--- src/design/go_back_n_sender_assert.svh ---
// ---------------------------------------------------------------------------
// Go-Back-N sender assertion macros
// Concurrent assertion wrappers, empty when SYNTHESIS is defined.
// ---------------------------------------------------------------------------
`ifndef GO_BACK_N_SENDER_ASSERT_SVH
`define GO_BACK_N_SENDER_ASSERT_SVH
`ifndef SYNTHESIS
`define GBN_ASSERT_IMP(lbl, clk, rst_n, ante, cons, msg) \
    lbl: assert property (@(posedge clk) disable iff (!rst_n) (ante) |-> (cons)) \
        else $error(msg);
`define GBN_ASSERT_NXT(lbl, clk, rst_n, ante, cons, msg) \
    lbl: assert property (@(posedge clk) disable iff (!rst_n) (ante) |=> (cons)) \
        else $error(msg);
`else
`define GBN_ASSERT_IMP(lbl, clk, rst_n, ante, cons, msg)
`define GBN_ASSERT_NXT(lbl, clk, rst_n, ante, cons, msg)
`endif
`endif

--- src/design/gbn_pkg.sv ---
// ---------------------------------------------------------------------------
// Go-Back-N sender package
// Field widths, codes, control word layout and the microcode program.
// ---------------------------------------------------------------------------
package gbn_pkg;

    localparam int WINDOW_MAX_DEF = 16;
    localparam int MAX_FRAMES_DEF = 1024;

    localparam int TOTAL_W     = 11;
    localparam int WINDOW_W    = 5;
    localparam int PCT_W       = 7;
    localparam int OUTCOME_W   = 7;
    localparam int KIND_W      = 3;
    localparam int FRAME_W     = 11;
    localparam int CFG_DATA_W  = 11;
    localparam int CFG_INDEX_W = 4;

    localparam logic [TOTAL_W-1:0]  TOTAL_RST      = 11'd10;
    localparam logic [WINDOW_W-1:0] WINDOW_RST     = 5'd4;
    localparam logic [PCT_W-1:0]    FRAME_LOSS_RST = 7'd20;
    localparam logic [PCT_W-1:0]    ACK_LOSS_RST   = 7'd14;

    typedef enum logic [CFG_INDEX_W-1:0] {
        REG_TOTAL      = 4'd0,
        REG_WINDOW     = 4'd1,
        REG_FRAME_LOSS = 4'd2,
        REG_ACK_LOSS   = 4'd3
    } gbn_reg_t;

    typedef enum logic [2:0] {
        PH_SEND = 3'b001,
        PH_SCAN = 3'b010,
        PH_DONE = 3'b100
    } gbn_phase_t;

    typedef enum logic [KIND_W-1:0] {
        EV_SENT     = 3'd0,
        EV_LOST     = 3'd1,
        EV_ACK_OK   = 3'd2,
        EV_ACK_LOST = 3'd3,
        EV_SLID     = 3'd4,
        EV_TIMEOUT  = 3'd5,
        EV_DONE     = 3'd6
    } gbn_kind_t;

    typedef enum logic [3:0] {
        C_ALWAYS        = 4'd0,
        C_ACCEPT        = 4'd1,
        C_PH_DONE       = 4'd2,
        C_PH_SCAN       = 4'd3,
        C_LOST          = 4'd4,
        C_ACK_OK        = 4'd5,
        C_SEND_OK       = 4'd6,
        C_SCAN_MORE     = 4'd7,
        C_MARK          = 4'd8,
        C_BASE_LT_TOTAL = 4'd9
    } gbn_cond_sel_t;

    typedef enum logic [1:0] {
        FS_NEXT  = 2'd0,
        FS_SCAN  = 2'd1,
        FS_BASE  = 2'd2,
        FS_TOTAL = 2'd3
    } gbn_fsrc_t;

    typedef enum logic [1:0] {
        PT_HOLD = 2'd0,
        PT_INC  = 2'd1,
        PT_BASE = 2'd2
    } gbn_ptr_op_t;

    typedef enum logic {
        MS_SCAN = 1'b0,
        MS_BASE = 1'b1
    } gbn_mark_sel_t;

    localparam int UADDR_W = 5;
    typedef logic [UADDR_W-1:0] gbn_uaddr_t;

    localparam gbn_uaddr_t U_IDLE        = 5'd0;
    localparam gbn_uaddr_t U_CHECK_DONE  = 5'd1;
    localparam gbn_uaddr_t U_DISPATCH    = 5'd2;
    localparam gbn_uaddr_t U_SEND_DRAW   = 5'd3;
    localparam gbn_uaddr_t U_LOST        = 5'd4;
    localparam gbn_uaddr_t U_SENT        = 5'd5;
    localparam gbn_uaddr_t U_SEND_CHECK  = 5'd6;
    localparam gbn_uaddr_t U_SCAN_OPEN   = 5'd7;
    localparam gbn_uaddr_t U_SCAN_DRAW   = 5'd8;
    localparam gbn_uaddr_t U_ACK_LOST    = 5'd9;
    localparam gbn_uaddr_t U_ACK_OK      = 5'd10;
    localparam gbn_uaddr_t U_SCAN_SKIP   = 5'd11;
    localparam gbn_uaddr_t U_SCAN_MARK   = 5'd12;
    localparam gbn_uaddr_t U_SCAN_STEP   = 5'd13;
    localparam gbn_uaddr_t U_SLIDE_CHECK = 5'd14;
    localparam gbn_uaddr_t U_SLIDE_MARK  = 5'd15;
    localparam gbn_uaddr_t U_SLIDE       = 5'd16;
    localparam gbn_uaddr_t U_SLID        = 5'd17;
    localparam gbn_uaddr_t U_TIMEOUT     = 5'd18;
    localparam gbn_uaddr_t U_DONE        = 5'd19;
    localparam gbn_uaddr_t U_FINISH      = 5'd20;

    typedef struct packed {
        logic          ready;
        gbn_cond_sel_t cond_sel;
        logic          cond_inv;
        gbn_uaddr_t    target;
        logic          emit;
        gbn_kind_t     kind;
        gbn_fsrc_t     fsrc;
        gbn_ptr_op_t   next_op;
        gbn_ptr_op_t   scan_op;
        logic          base_inc;
        gbn_mark_sel_t mark_sel;
        logic          mark_wr;
        logic          mark_val;
        logic          phase_wr;
        gbn_phase_t    phase_val;
        logic          finish;
    } gbn_uword_t;

    typedef struct packed {
        logic accept;
        logic ph_done;
        logic ph_scan;
        logic lost;
        logic ack_ok;
        logic send_ok;
        logic scan_more;
        logic mark;
        logic base_lt_total;
    } gbn_cond_t;

    localparam gbn_uword_t UWORD_NOP = '{
        ready:     1'b0,
        cond_sel:  C_ALWAYS,
        cond_inv:  1'b1,
        target:    U_IDLE,
        emit:      1'b0,
        kind:      EV_SENT,
        fsrc:      FS_NEXT,
        next_op:   PT_HOLD,
        scan_op:   PT_HOLD,
        base_inc:  1'b0,
        mark_sel:  MS_SCAN,
        mark_wr:   1'b0,
        mark_val:  1'b0,
        phase_wr:  1'b0,
        phase_val: PH_SEND,
        finish:    1'b0
    };

    function automatic gbn_uword_t ucode(input gbn_uaddr_t addr);
        gbn_uword_t uw;
        uw = UWORD_NOP;
        case (addr)
            U_IDLE:
            begin
                uw.ready    = 1'b1;
                uw.cond_sel = C_ACCEPT;
                uw.target   = U_IDLE;
            end
            U_CHECK_DONE:
            begin
                uw.cond_sel = C_PH_DONE;
                uw.cond_inv = 1'b0;
                uw.target   = U_IDLE;
            end
            U_DISPATCH:
            begin
                uw.cond_sel = C_PH_SCAN;
                uw.cond_inv = 1'b0;
                uw.target   = U_SCAN_DRAW;
            end
            U_SEND_DRAW:
            begin
                uw.cond_sel = C_LOST;
                uw.target   = U_SENT;
            end
            U_LOST:
            begin
                uw.emit      = 1'b1;
                uw.kind      = EV_LOST;
                uw.fsrc      = FS_NEXT;
                uw.next_op   = PT_BASE;
                uw.scan_op   = PT_BASE;
                uw.phase_wr  = 1'b1;
                uw.phase_val = PH_SCAN;
                uw.cond_inv  = 1'b0;
                uw.target    = U_SCAN_SKIP;
            end
            U_SENT:
            begin
                uw.emit    = 1'b1;
                uw.kind    = EV_SENT;
                uw.fsrc    = FS_NEXT;
                uw.next_op = PT_INC;
            end
            U_SEND_CHECK:
            begin
                uw.cond_sel = C_SEND_OK;
                uw.cond_inv = 1'b0;
                uw.target   = U_FINISH;
            end
            U_SCAN_OPEN:
            begin
                uw.scan_op   = PT_BASE;
                uw.phase_wr  = 1'b1;
                uw.phase_val = PH_SCAN;
                uw.cond_inv  = 1'b0;
                uw.target    = U_SCAN_SKIP;
            end
            U_SCAN_DRAW:
            begin
                uw.cond_sel = C_ACK_OK;
                uw.cond_inv = 1'b0;
                uw.target   = U_ACK_OK;
            end
            U_ACK_LOST:
            begin
                uw.emit     = 1'b1;
                uw.kind     = EV_ACK_LOST;
                uw.fsrc     = FS_SCAN;
                uw.scan_op  = PT_INC;
                uw.cond_inv = 1'b0;
                uw.target   = U_SCAN_SKIP;
            end
            U_ACK_OK:
            begin
                uw.emit     = 1'b1;
                uw.kind     = EV_ACK_OK;
                uw.fsrc     = FS_SCAN;
                uw.scan_op  = PT_INC;
                uw.mark_sel = MS_SCAN;
                uw.mark_wr  = 1'b1;
                uw.mark_val = 1'b1;
            end
            U_SCAN_SKIP:
            begin
                uw.cond_sel = C_SCAN_MORE;
                uw.target   = U_SLIDE_CHECK;
            end
            U_SCAN_MARK:
            begin
                uw.cond_sel = C_MARK;
                uw.mark_sel = MS_SCAN;
                uw.target   = U_FINISH;
            end
            U_SCAN_STEP:
            begin
                uw.scan_op  = PT_INC;
                uw.cond_inv = 1'b0;
                uw.target   = U_SCAN_SKIP;
            end
            U_SLIDE_CHECK:
            begin
                uw.cond_sel = C_BASE_LT_TOTAL;
                uw.target   = U_DONE;
            end
            U_SLIDE_MARK:
            begin
                uw.cond_sel = C_MARK;
                uw.mark_sel = MS_BASE;
                uw.target   = U_TIMEOUT;
            end
            U_SLIDE:
            begin
                uw.base_inc = 1'b1;
                uw.mark_sel = MS_BASE;
                uw.mark_wr  = 1'b1;
                uw.mark_val = 1'b0;
            end
            U_SLID:
            begin
                uw.emit     = 1'b1;
                uw.kind     = EV_SLID;
                uw.fsrc     = FS_BASE;
                uw.cond_inv = 1'b0;
                uw.target   = U_SLIDE_CHECK;
            end
            U_TIMEOUT:
            begin
                uw.emit      = 1'b1;
                uw.kind      = EV_TIMEOUT;
                uw.fsrc      = FS_BASE;
                uw.next_op   = PT_BASE;
                uw.phase_wr  = 1'b1;
                uw.phase_val = PH_SEND;
                uw.cond_inv  = 1'b0;
                uw.target    = U_SEND_CHECK;
            end
            U_DONE:
            begin
                uw.emit      = 1'b1;
                uw.kind      = EV_DONE;
                uw.fsrc      = FS_TOTAL;
                uw.phase_wr  = 1'b1;
                uw.phase_val = PH_DONE;
            end
            U_FINISH:
            begin
                uw.finish   = 1'b1;
                uw.cond_inv = 1'b0;
                uw.target   = U_IDLE;
            end
            default:
            begin
                uw.cond_inv = 1'b0;
                uw.target   = U_IDLE;
            end
        endcase
        return uw;
    endfunction

endpackage

--- src/design/gbn_useq.sv ---
// ---------------------------------------------------------------------------
// Go-Back-N sender microsequencer
// Step counter over the microcode table with conditional jumps.
// ---------------------------------------------------------------------------
module gbn_useq (
    input  logic               clk,
    input  logic               rst_n,
    input  logic               restart,
    input  logic               hold,
    input  gbn_pkg::gbn_cond_t cond,
    output gbn_pkg::gbn_uword_t uword
);

    gbn_pkg::gbn_uaddr_t upc_reg;
    gbn_pkg::gbn_uaddr_t upc_next;
    logic                cond_hit;
    logic                take;

    assign uword = gbn_pkg::ucode(upc_reg);

    always_comb
    begin
        case (uword.cond_sel)
            gbn_pkg::C_ALWAYS:        cond_hit = 1'b1;
            gbn_pkg::C_ACCEPT:        cond_hit = cond.accept;
            gbn_pkg::C_PH_DONE:       cond_hit = cond.ph_done;
            gbn_pkg::C_PH_SCAN:       cond_hit = cond.ph_scan;
            gbn_pkg::C_LOST:          cond_hit = cond.lost;
            gbn_pkg::C_ACK_OK:        cond_hit = cond.ack_ok;
            gbn_pkg::C_SEND_OK:       cond_hit = cond.send_ok;
            gbn_pkg::C_SCAN_MORE:     cond_hit = cond.scan_more;
            gbn_pkg::C_MARK:          cond_hit = cond.mark;
            gbn_pkg::C_BASE_LT_TOTAL: cond_hit = cond.base_lt_total;
            default:                  cond_hit = 1'b0;
        endcase
        take = cond_hit ^ uword.cond_inv;
        if (restart)
        begin
            upc_next = gbn_pkg::U_IDLE;
        end
        else if (hold)
        begin
            upc_next = upc_reg;
        end
        else if (take)
        begin
            upc_next = uword.target;
        end
        else
        begin
            upc_next = gbn_pkg::gbn_uaddr_t'(upc_reg + 1'b1);
        end
    end

    always_ff @(posedge clk or negedge rst_n)
    begin
        if (!rst_n)
        begin
            upc_reg <= gbn_pkg::U_IDLE;
        end
        else
        begin
            upc_reg <= upc_next;
        end
    end

endmodule

--- src/design/go_back_n_sender.sv ---
// ---------------------------------------------------------------------------
// Go-Back-N sender
// Go-Back-N ARQ sender run driven by channel outcomes (0..127), one per input
// transfer. Each outcome is taken once the program has gone back to idle after
// the previous one. It then runs in the send phase or the ack scan. The scan is
// opened when the window is full or every frame is out, skips acknowledged
// frames, and is followed by window slides and then a timeout or done. A lost
// frame leads on to its timeout. A microcode program runs one control word a
// cycle over the datapath, and a result waiting at a stalled output holds the
// program. Results come out one per transfer, with last set on the final result
// of each outcome. A write to one of the four registers restarts the run; writes
// are to be made only while the block is idle, which the block does not enforce.
// No clearing pass is needed after reset.
// ---------------------------------------------------------------------------
`include "go_back_n_sender_assert.svh"

module go_back_n_sender #(
    parameter int WINDOW_MAX = gbn_pkg::WINDOW_MAX_DEF,
    parameter int MAX_FRAMES = gbn_pkg::MAX_FRAMES_DEF
) (
    input  logic                            clk,
    input  logic                            rst_n,
    input  logic                            cfg_we,
    input  logic [gbn_pkg::CFG_INDEX_W-1:0] cfg_index,
    input  logic [gbn_pkg::CFG_DATA_W-1:0]  cfg_data,
    input  logic                            in_valid,
    output logic                            in_stall,
    input  logic [gbn_pkg::OUTCOME_W-1:0]   outcome,
    output logic                            out_valid,
    input  logic                            out_stall,
    output logic [gbn_pkg::KIND_W-1:0]      event_kind,
    output logic [gbn_pkg::FRAME_W-1:0]     frame_number,
    output logic                            last
);

    localparam int FW  = $clog2(MAX_FRAMES + 1);
    localparam int SW  = $clog2(MAX_FRAMES + WINDOW_MAX + 1);
    localparam int WVW = $clog2(WINDOW_MAX + 1);
    localparam int WCW = (WVW > gbn_pkg::WINDOW_W) ? WVW : gbn_pkg::WINDOW_W;
    localparam int TCW = (FW > gbn_pkg::TOTAL_W) ? FW : gbn_pkg::TOTAL_W;
    localparam int SLW = (WINDOW_MAX > 1) ? $clog2(WINDOW_MAX) : 1;

    localparam logic [TCW-1:0] TOTAL_CAP  = TCW'(MAX_FRAMES);
    localparam logic [WCW-1:0] WINDOW_CAP = WCW'(WINDOW_MAX);
    localparam logic [SLW-1:0] SLOT_LAST  = SLW'(WINDOW_MAX - 1);

    logic [gbn_pkg::TOTAL_W-1:0]  cfg_total_reg, cfg_total_next;
    logic [gbn_pkg::WINDOW_W-1:0] cfg_window_reg, cfg_window_next;
    logic [gbn_pkg::PCT_W-1:0]    cfg_floss_reg, cfg_floss_next;
    logic [gbn_pkg::PCT_W-1:0]    cfg_aloss_reg, cfg_aloss_next;
    logic                         restart;

    gbn_pkg::gbn_phase_t phase_reg, phase_next;
    logic [FW-1:0]       base_reg, base_next;
    logic [FW-1:0]       next_reg, next_next;
    logic [FW-1:0]       scan_reg, scan_next;
    logic [SLW-1:0]      base_slot_reg, base_slot_next;
    logic [SLW-1:0]      scan_slot_reg, scan_slot_next;
    logic [WINDOW_MAX-1:0] marks_reg, marks_next;
    logic                pend_valid_reg, pend_valid_next;
    logic                out_valid_reg, out_valid_next;

    logic [gbn_pkg::OUTCOME_W-1:0] draw_reg;
    gbn_pkg::gbn_kind_t            pend_kind_reg;
    logic [FW-1:0]                 pend_frame_reg;
    logic [gbn_pkg::KIND_W-1:0]    out_kind_reg;
    logic [gbn_pkg::FRAME_W-1:0]   out_frame_reg;
    logic                          out_last_reg;

    gbn_pkg::gbn_uword_t uword;
    gbn_pkg::gbn_cond_t  cond;

    logic [TCW-1:0]      total_ext;
    logic [FW-1:0]       eff_total;
    logic [WCW-1:0]      window_ext;
    logic [WVW-1:0]      eff_window;
    logic [SW-1:0]       base_plus_win;
    logic [SLW-1:0]      mark_addr;
    logic [FW-1:0]       frame_src;
    logic [FW+gbn_pkg::FRAME_W-1:0] frame_wide;
    logic                push_need;
    logic                out_free;
    logic                hold;
    logic                push;
    logic                adv;

    function automatic logic [SLW-1:0] slot_inc(input logic [SLW-1:0] s);
        return (s == SLOT_LAST) ? '0 : SLW'(s + 1'b1);
    endfunction

    // configuration registers
    always_comb
    begin
        cfg_total_next  = cfg_total_reg;
        cfg_window_next = cfg_window_reg;
        cfg_floss_next  = cfg_floss_reg;
        cfg_aloss_next  = cfg_aloss_reg;
        restart         = 1'b0;
        if (cfg_we)
        begin
            case (cfg_index)
                gbn_pkg::REG_TOTAL:
                begin
                    cfg_total_next = cfg_data[gbn_pkg::TOTAL_W-1:0];
                    restart        = 1'b1;
                end
                gbn_pkg::REG_WINDOW:
                begin
                    cfg_window_next = cfg_data[gbn_pkg::WINDOW_W-1:0];
                    restart         = 1'b1;
                end
                gbn_pkg::REG_FRAME_LOSS:
                begin
                    cfg_floss_next = cfg_data[gbn_pkg::PCT_W-1:0];
                    restart        = 1'b1;
                end
                gbn_pkg::REG_ACK_LOSS:
                begin
                    cfg_aloss_next = cfg_data[gbn_pkg::PCT_W-1:0];
                    restart        = 1'b1;
                end
                default:
                begin
                    restart = 1'b0;
                end
            endcase
        end
    end

    // clamp total and window
    always_comb
    begin
        total_ext  = TCW'(cfg_total_reg);
        window_ext = WCW'(cfg_window_reg);
        if (total_ext == '0)
        begin
            eff_total = FW'(1);
        end
        else if (total_ext > TOTAL_CAP)
        begin
            eff_total = FW'(TOTAL_CAP);
        end
        else
        begin
            eff_total = FW'(total_ext);
        end
        if (window_ext == '0)
        begin
            eff_window = WVW'(1);
        end
        else if (window_ext > WINDOW_CAP)
        begin
            eff_window = WVW'(WINDOW_CAP);
        end
        else
        begin
            eff_window = WVW'(window_ext);
        end
    end

    assign base_plus_win = SW'(base_reg) + SW'(eff_window);
    assign mark_addr     = (uword.mark_sel == gbn_pkg::MS_BASE) ? base_slot_reg : scan_slot_reg;

    assign in_stall = !uword.ready;

    always_comb
    begin
        cond.accept        = in_valid && !in_stall;
        cond.ph_done       = (phase_reg == gbn_pkg::PH_DONE);
        cond.ph_scan       = (phase_reg == gbn_pkg::PH_SCAN);
        cond.lost          = (draw_reg < cfg_floss_reg);
        cond.ack_ok        = (draw_reg >= cfg_aloss_reg);
        cond.send_ok       = (SW'(next_reg) < base_plus_win) && (next_reg < eff_total);
        cond.scan_more     = (scan_reg < next_reg) && (scan_reg < eff_total);
        cond.mark          = marks_reg[mark_addr];
        cond.base_lt_total = (base_reg < eff_total);
    end

    gbn_useq u_useq (
        .clk     (clk),
        .rst_n   (rst_n),
        .restart (restart),
        .hold    (hold),
        .cond    (cond),
        .uword   (uword)
    );

    always_comb
    begin
        case (uword.fsrc)
            gbn_pkg::FS_NEXT:  frame_src = next_reg;
            gbn_pkg::FS_SCAN:  frame_src = scan_reg;
            gbn_pkg::FS_BASE:  frame_src = base_reg;
            gbn_pkg::FS_TOTAL: frame_src = eff_total;
            default:           frame_src = next_reg;
        endcase
    end

    // a new result or the end of the program moves the held result out
    assign push_need = (uword.emit || uword.finish) && pend_valid_reg;
    assign out_free  = !out_valid_reg || !out_stall;
    assign hold      = push_need && !out_free;
    assign push      = push_need && out_free;
    assign adv       = !hold;

    always_comb
    begin
        phase_next      = phase_reg;
        base_next       = base_reg;
        next_next       = next_reg;
        scan_next       = scan_reg;
        base_slot_next  = base_slot_reg;
        scan_slot_next  = scan_slot_reg;
        marks_next      = marks_reg;
        pend_valid_next = pend_valid_reg;
        if (restart)
        begin
            phase_next      = gbn_pkg::PH_SEND;
            base_next       = '0;
            next_next       = '0;
            scan_next       = '0;
            base_slot_next  = '0;
            scan_slot_next  = '0;
            marks_next      = '0;
            pend_valid_next = 1'b0;
        end
        else if (adv)
        begin
            if (uword.phase_wr)
            begin
                phase_next = uword.phase_val;
            end
            case (uword.next_op)
                gbn_pkg::PT_INC:  next_next = FW'(next_reg + 1'b1);
                gbn_pkg::PT_BASE: next_next = base_reg;
                default:          next_next = next_reg;
            endcase
            case (uword.scan_op)
                gbn_pkg::PT_INC:
                begin
                    scan_next      = FW'(scan_reg + 1'b1);
                    scan_slot_next = slot_inc(scan_slot_reg);
                end
                gbn_pkg::PT_BASE:
                begin
                    scan_next      = base_reg;
                    scan_slot_next = base_slot_reg;
                end
                default:
                begin
                    scan_next      = scan_reg;
                    scan_slot_next = scan_slot_reg;
                end
            endcase
            if (uword.base_inc)
            begin
                base_next      = FW'(base_reg + 1'b1);
                base_slot_next = slot_inc(base_slot_reg);
            end
            if (uword.mark_wr)
            begin
                marks_next[mark_addr] = uword.mark_val;
            end
            if (uword.emit)
            begin
                pend_valid_next = 1'b1;
            end
            else if (uword.finish)
            begin
                pend_valid_next = 1'b0;
            end
        end
    end

    always_comb
    begin
        if (push)
        begin
            out_valid_next = 1'b1;
        end
        else if (out_stall)
        begin
            out_valid_next = out_valid_reg;
        end
        else
        begin
            out_valid_next = 1'b0;
        end
    end

    assign frame_wide = {{gbn_pkg::FRAME_W{1'b0}}, pend_frame_reg};

    always_ff @(posedge clk or negedge rst_n)
    begin
        if (!rst_n)
        begin
            cfg_total_reg  <= gbn_pkg::TOTAL_RST;
            cfg_window_reg <= gbn_pkg::WINDOW_RST;
            cfg_floss_reg  <= gbn_pkg::FRAME_LOSS_RST;
            cfg_aloss_reg  <= gbn_pkg::ACK_LOSS_RST;
            phase_reg      <= gbn_pkg::PH_SEND;
            base_reg       <= '0;
            next_reg       <= '0;
            scan_reg       <= '0;
            base_slot_reg  <= '0;
            scan_slot_reg  <= '0;
            marks_reg      <= '0;
            pend_valid_reg <= 1'b0;
            out_valid_reg  <= 1'b0;
        end
        else
        begin
            cfg_total_reg  <= cfg_total_next;
            cfg_window_reg <= cfg_window_next;
            cfg_floss_reg  <= cfg_floss_next;
            cfg_aloss_reg  <= cfg_aloss_next;
            phase_reg      <= phase_next;
            base_reg       <= base_next;
            next_reg       <= next_next;
            scan_reg       <= scan_next;
            base_slot_reg  <= base_slot_next;
            scan_slot_reg  <= scan_slot_next;
            marks_reg      <= marks_next;
            pend_valid_reg <= pend_valid_next;
            out_valid_reg  <= out_valid_next;
        end
    end

    always_ff @(posedge clk)
    begin
        if (cond.accept)
        begin
            draw_reg <= outcome;
        end
        if (adv && uword.emit)
        begin
            pend_kind_reg  <= uword.kind;
            pend_frame_reg <= frame_src;
        end
        if (push)
        begin
            out_kind_reg  <= pend_kind_reg;
            out_frame_reg <= frame_wide[gbn_pkg::FRAME_W-1:0];
            out_last_reg  <= uword.finish;
        end
    end

    assign out_valid    = out_valid_reg;
    assign event_kind   = out_kind_reg;
    assign frame_number = out_frame_reg;
    assign last         = out_last_reg;

    `GBN_ASSERT_IMP(a_idle_no_pending, clk, rst_n, uword.ready, !pend_valid_reg,
                    "result held at idle")
    `GBN_ASSERT_IMP(a_ptrs_in_run, clk, rst_n, 1'b1,
                    (next_reg <= eff_total) && (base_reg <= eff_total),
                    "frame pointer past total")
    `GBN_ASSERT_NXT(a_finish_marks_last, clk, rst_n, uword.finish && !hold && !restart,
                    out_valid_reg && out_last_reg, "final transfer not marked last")

endmodule

--- config.mk ---
export PLATFORM = sky130hd
export DESIGN_NAME = go_back_n_sender
export DESIGN_NICKNAME = d
export VERILOG_FILES = /design/src/design/gbn_pkg.sv /design/src/design/gbn_useq.sv /design/src/design/go_back_n_sender.sv
export VERILOG_INCLUDE_DIRS = /design/src /design/src/design
export SDC_FILE = /design/constraint.sdc
export NUM_CORES = 1
export LEC_CHECK = 0
export BUFFER_PORTS_ARGS = -buffer_cell sky130_fd_sc_hd__clkbuf_2
export CORE_MARGIN = 8
export CORE_UTILIZATION = 62
export CTS_CLUSTER_SIZE = 8
export DETAILED_ROUTE_END_ITERATION = 10
export PLACE_DENSITY_LB_ADDON = 0.25
export SETUP_SLACK_MARGIN = 0.4
export SYNTH_ARGS = -nofsm -noshare
export SYNTH_HDL_FRONTEND = slang
export SYNTH_SLANG_ARGS = --single-unit
--- constraint.sdc ---
create_clock -name clk -period 5.45 [get_ports clk]
set_clock_uncertainty 0.1 [all_clocks]
set_input_delay 0.545 -clock clk [delete_from_list [all_inputs] [get_ports clk]]
set_output_delay 0.545 -clock clk [all_outputs]
set_load 0.02 [all_outputs]
* Yosys cells after proc, flatten, opt, wreduce, memory -nomap -nowiden
Index checks and enable logic that the tools add are counted.
Storage, ports and cells: flip-flop bits (word level) 133, latch bits 0, RAM bits 0, ROM bits 0, bits of input ports 27, output and inout port bits 17, word-level logic and storage cells 189, memories kept 0
Operators by class: add/sub/neg operators 7, multiply operators 0, div/mod/pow operators 0, $lt $le $gt $ge 11, equal/unequal tests 45, shift-type cells 0, mux-type cells 58, bitwise logic cells 1, reductions and logical operators 47
Operators by type and width (count):
- $mux 11 | 9
- $lt 11x11->1 | 5
- $mux 16 | 3
- $pmux 5 s9 | 1
- $pmux 11 s2 | 2
- $pmux 11 s4 | 1
- $pmux 6 s7 | 1
- $eq 5x4->1 const B | 8
- $pmux 4 s9 | 1
- $add 11x1->11 const B | 3
- $mux 4 | 8
- $eq 5x5->1 const B | 5
- $mux 5 | 5
- $eq 5x3->1 const B | 4
- $reduce_and 2->1 | 10
- $bwmux 16 | 1
- $eq 4x2->1 const B | 4
- $eq 4x3->1 const B | 4
- $eq 4x4->1 const B | 4
- $mux 1 | 15
- $pmux 2 s2 | 3
- $pmux 4 s3 | 1
- $reduce_or 2->1 | 6
- $add 11x5->11 | 1
- 35 further kinds | 64

* Longest topological paths before layout
word-level depth 12, mapped depth 23, mapped depth without buffers 23

* Modules after synthesis
From an unflattened synthesis, not the netlist that was laid out.
Second synthesis, totals: cell total of the unflattened synthesis 973, area total of the unflattened synthesis 9038.7 um^2
Modules (own cells, without submodules):
- go_back_n_sender | times used 1, cells an instance 800, area an instance 7880.1 um^2, sequential area each 3394.5 um^2
- gbn_useq | times used 1, cells an instance 173, area an instance 1158.6 um^2, sequential area each 125.1 um^2

* Worst setup path before layout
OpenSTA, ideal clock, no wires.
kind register -> register, start point reg cfg_window_reg[2] (netlist name), end point reg u_useq.upc_reg[0], library setup time 136 ps, data arrival time 4098 ps, data required time 5214 ps, setup slack 1116 ps, stages on the path, launching flop included 23, path buffers 0, period minus slack after synthesis 4334 ps, cell sequence dfstp_2 > nor3_1 > nor2_1 > nor2_1 > ha_1 > fa_1 > a21oi_1 > nor2_1 > nor2_1 > nor2b_1 > o21ai_0 > xor2_1 > ha_1 > nand2_1 > o21ai_0 > a21oi_1 > o32ai_1 > nor4_1 > nor4_2 > nor2_1 > a211oi_2 > mux2i_1 > a21oi_1
On the way: word-level cells in the longest chain between the ends 11, elaborated cells on any way between the ends 12, classes of those cells add/sub: 1; order compare: 2; mux: 6; bitwise: 1; reduce/logical: 2
Ends and longest elaborated chain:
- start, declared | line go_back_n_sender.sv:48 | logic [gbn_pkg::WINDOW_W-1:0] cfg_window_reg, cfg_window_next;
- start signal, assigned | line go_back_n_sender.sv:298 | cfg_window_reg <= gbn_pkg::WINDOW_RST;
- start signal, assigned | line go_back_n_sender.sv:314 | cfg_window_reg <= cfg_window_next;
- $gt 5x5->1 | line go_back_n_sender.sv:151 | else if (window_ext > WINDOW_CAP)
- $mux 5 | line go_back_n_sender.sv:151
- $mux 5 * | line go_back_n_sender.sv:147 | if (window_ext == '0)
- $add 11x5->11 * | line go_back_n_sender.sv:161 | assign base_plus_win = SW'(base_reg) + SW'(eff_window);
- $lt 11x11->1 * | line go_back_n_sender.sv:173 | cond.send_ok = (SW'(next_reg) < base_plus_win) && (next_reg < eff_total);
- $logic_and 1x1->1 * | line go_back_n_sender.sv:173
- $pmux 1 s10 * | line gbn_useq.sv:23 | case (uword.cond_sel)
- $xor 1x1->1 * | line gbn_useq.sv:36 | take = cond_hit ^ uword.cond_inv;
- $mux 5 * | line gbn_useq.sv:45 | else if (take)
- $mux 5 * | line gbn_useq.sv:41 | else if (hold)
- $mux 5 * | line gbn_useq.sv:37 | if (restart)
- end signal, assigned | line gbn_useq.sv:59 | upc_reg <= gbn_pkg::U_IDLE;
- end signal, assigned | line gbn_useq.sv:63 | upc_reg <= upc_next;
- end, declared | line gbn_useq.sv:14 | gbn_pkg::gbn_uaddr_t upc_reg;
Every way passes the cells marked *; elsewhere a longest branch is shown, timed or not. The select of a mux whose other input is x is not followed. A chain may end at the register's enable or synchronous reset.

* Worst setup path in the final report
Same ends and word-level chain as after synthesis.

==> results by group <==
Logic synthesis
  – Register bit total from synthesis: 133
  – Post-synth EDFFs: 36
  – Commonest cells post-synth: nand2_1, nor2_1, dfrtp_1
  – Syn Nets: 1089
  – Cell count after synthesis: 983
  – Post-synthesis sequential area ratio: 40.3%
  – Synth warn: 0
  – Area leader, netlist: dfrtp_1
  – Post-synth top flop: dfrtp_1
  – Syn avg cell area: 8.88 um2
  – Top-area cell type share of the netlist area: 25.2%
  – Most frequent cell after synthesis: nand2_1
  – Top post-synthesis cells by area: dfrtp_1, edfxtp_1, ha_1, nand2_1, nor2_1
  – Mapped Area: 8730 um2
  – Synth unique cells: 69
  – Async SR Flop Fraction: 72.9%

Run
  – Max cap viols: 0

STA
  – Setup violations, final: 0
  – Worst-margin pin slew: 1.10 ns
  – Slew Viols, Final: 0
  – Slew margin rel.: 26.7%
  – Minimum clock period: 4.64 ns
  – Crit share post-route: 85.2%
  – Final Hold Slack: 0.0587 ns
  – Final Hold Viols: 0
  – RSZ-0062 raised after global routing: no
  – Fin Setup TNS: 0 ns
  – Fmax: 215 MHz

Clocking
  – CTS tree: done
  – Clock tree buffer depth: 2
  – Clock latency on the worst-skew pair: 0.42 ns
  – Sink Count: 133
  – Worst-path clk slew: 0.06 ns
  – Hold Buf Count CTS: 0
  – CTS H-Tree Depth: 4
  – Clk root buf: clkbuf_16
  – TritonCTS Buffers: 17

Layout
  – Flip-flop and latch area: 3520 um2
  – Max reg flops: 16
  – Area Overhead vs Synth: 11.0%
  – Final Instance Count excl. Fillers: 1204
  – Fin nets: 1117
  – # fillers: 1078
  – Layout cells sized above 1: 13.2%
  – ANT cells: 0
  – Area of the multi-input gates: 4930 um2

Floorplanning
  – I/O pin cnt: 44
  – FP Rows: 43
  – Total core area: 13800 um2
  – Starting Density: 63.1%
  – Full die area: 18100 um2
  – Die W: 135 um
  – Die Y: 135 um

Power and ir drop
  – Tot Pwr: 4.68 mW
  – Maximum vdd drop: 260 uV
  – LEAKAGE: 4.13 nW
  – Pwr Density: 483 nW/um2

Route
  – Routed WL: 22.1 mm
  – Drt wl/cell: 18.4 um
  – Via Count: 7552
  – Residual DRC count: 0
  – Final antenna-violating net count: 0
  – Vias per cell: 6.27
  – TritonRoute pass-1 iters: 6
  – Initial detailed-routing violation count: 873

Critical path
  – CP delay by family, top: compound AO/OA/AOI/OAI gates
  – Bufs and invs on worst path: 0
  – Top cell by count, worst path: nor2_1
  – Crit-path max cell delay: 0.53 ns
  – Peak fanout along the critical path: 6
  – Critical path depth: 22
  – Critical-path cell list: nor3_1, nor2_1, nor2_1, ha_1, fa_1, a21oi_1, nor2_1, nor2_1, nor2b_1, o21ai_1, xor2_1, ha_1, nand2_1, o21ai_0, a21oi_1, o32ai_2, nor4_4, nor4_4, nor2_1, a211oi_4, mux2i_1, a21oi_1
  – Reg2Reg Setup Slack: 0.81 ns
  – Worst r2r path cells: 22
  – Worst endpoint data arrival time: 4.81 ns
  – Setup crit end kind: register
  – Crit Path Class: reg -> reg
  – Slowest CP cell: dfstp_2
  – Worst endpoint required time: 5.62 ns
  – CP Launch Type: register

Run status
  – Status: finished clean

Min path
  – HP Class: in -> async

GRT
  – Largest net degree at the start of global routing: 69
  – Initial antenna violation count: 0
  – Vias in the first global route: 7056
  – First-pass GRT wire length: 36.5 mm
  – All-Layer GR Usage: 25.1%
  – Gr ovfl total: 0

Place
  – Port bufs: 43
  – Placed insts: 1172
  – DP HPWL: 15.8 mm
  – Gpl congestion: 0.951
==> through the flow <==
stage	util (%)	area [um2]	worst slack, ns
floorplan	-	8730	1.12
global placement	65.9	9110	0.505
detailed placement	65.9	9110	0.376
CTS	69.8	9650	0.494
global route	70.1	9690	0.403
finish	70.1	9690	0.808
==> layer usage <==
metal | vias to the layer above | GRT usage (%) | part of all wire (%) | wire length, um
li1 | 3623 | - | - | -
met1 | 3597 | 33.8 | 45 | 9910
met2 | 296 | 38.2 | 46 | 10100
met3 | 36 | 5.68 | 7.4 | 1630
met4 | 0 | 10.5 | 2.1 | 474
met5 | - | 0 | 0 | 0
==> layout make-up <==
class	count	area share (%)
sequential	133	36.3
clock buffer	22	4.69
multi-input combinational	763	50.9
tap	180	2.32
clock inverter	10	0.865
timing repair buffer	58	3.41
inverter	38	1.47
==> what timing repair did <==
| action | CTS | global route |
|---|---|---|
| pin swaps | 0 | 3 |
| endpoints found under the hold margin | 0 | 0 |
| setup endpoints to repair | 3 | 5 |
| gates resized for setup | 1 | 6 |
| setup buffers | 0 | 0 |
| gates cloned | 0 | 0 |
==> cells by family (layout without fill, tap and decap cells) <==
logic type / count (synthesis) / count (layout) / synth area share (%)
muxes: 34 / 34 / 4.24
AOI/OAI and AO/OA: 272 / 272 / 19.4
xor gates and xnor gates: 21 / 21 / 2.11
adders and majority gates: 79 / 79 / 11.4
DFF: 133 / 133 / 40.3
and+or+nand+nor: 357 / 357 / 18.6
buffers and inverters: 87 / 128 / 3.88
==> worst paths after layout <==
check                                                 to                     startpoint
max                        u_useq.upc_reg[0]$_DFFE_PN0P_  cfg_window_reg[2]$_DFFE_PN1P_
max reg2reg                u_useq.upc_reg[0]$_DFFE_PN0P_  cfg_window_reg[2]$_DFFE_PN1P_
min reg2reg                    frame_number[6]$_DFFE_PP_    pend_frame_reg[6]$_DFFE_PP_
max in group asynchronous  u_useq.upc_reg[2]$_DFFE_PN0P_                          rst_n
min in group clk                   draw_reg[6]$_DFFE_PP_                     outcome[6]
min                              next_reg[3]$_DFFE_PN0P_                          rst_n
==> cells in the final DEF (no fill, tap or decap), types with 24 or more instances in the layout <==
cell type | synthesis | layout
mux2_2 | 24 | 24
edfxtp_1 | 36 | 36
clkbuf_2 | 0 | 42
dfrtp_1 | 88 | 88
a21oi_1 | 82 | 81
o21ai_0 | 75 | 73
nor2_1 | 119 | 118
nand3_1 | 27 | 27
inv_1 | 36 | 36
nand2_1 | 122 | 122
ha_1 | 78 | 78
==> report_power, final <==
part | switching [mW] | total (mW) | internal [mW]
logic | 1.23 | 2.00 | 0.772
clock network | 0.413 | 1.05 | 0.633
registers | 0.278 | 1.63 | 1.35
(Power assumes the default switching activity.)
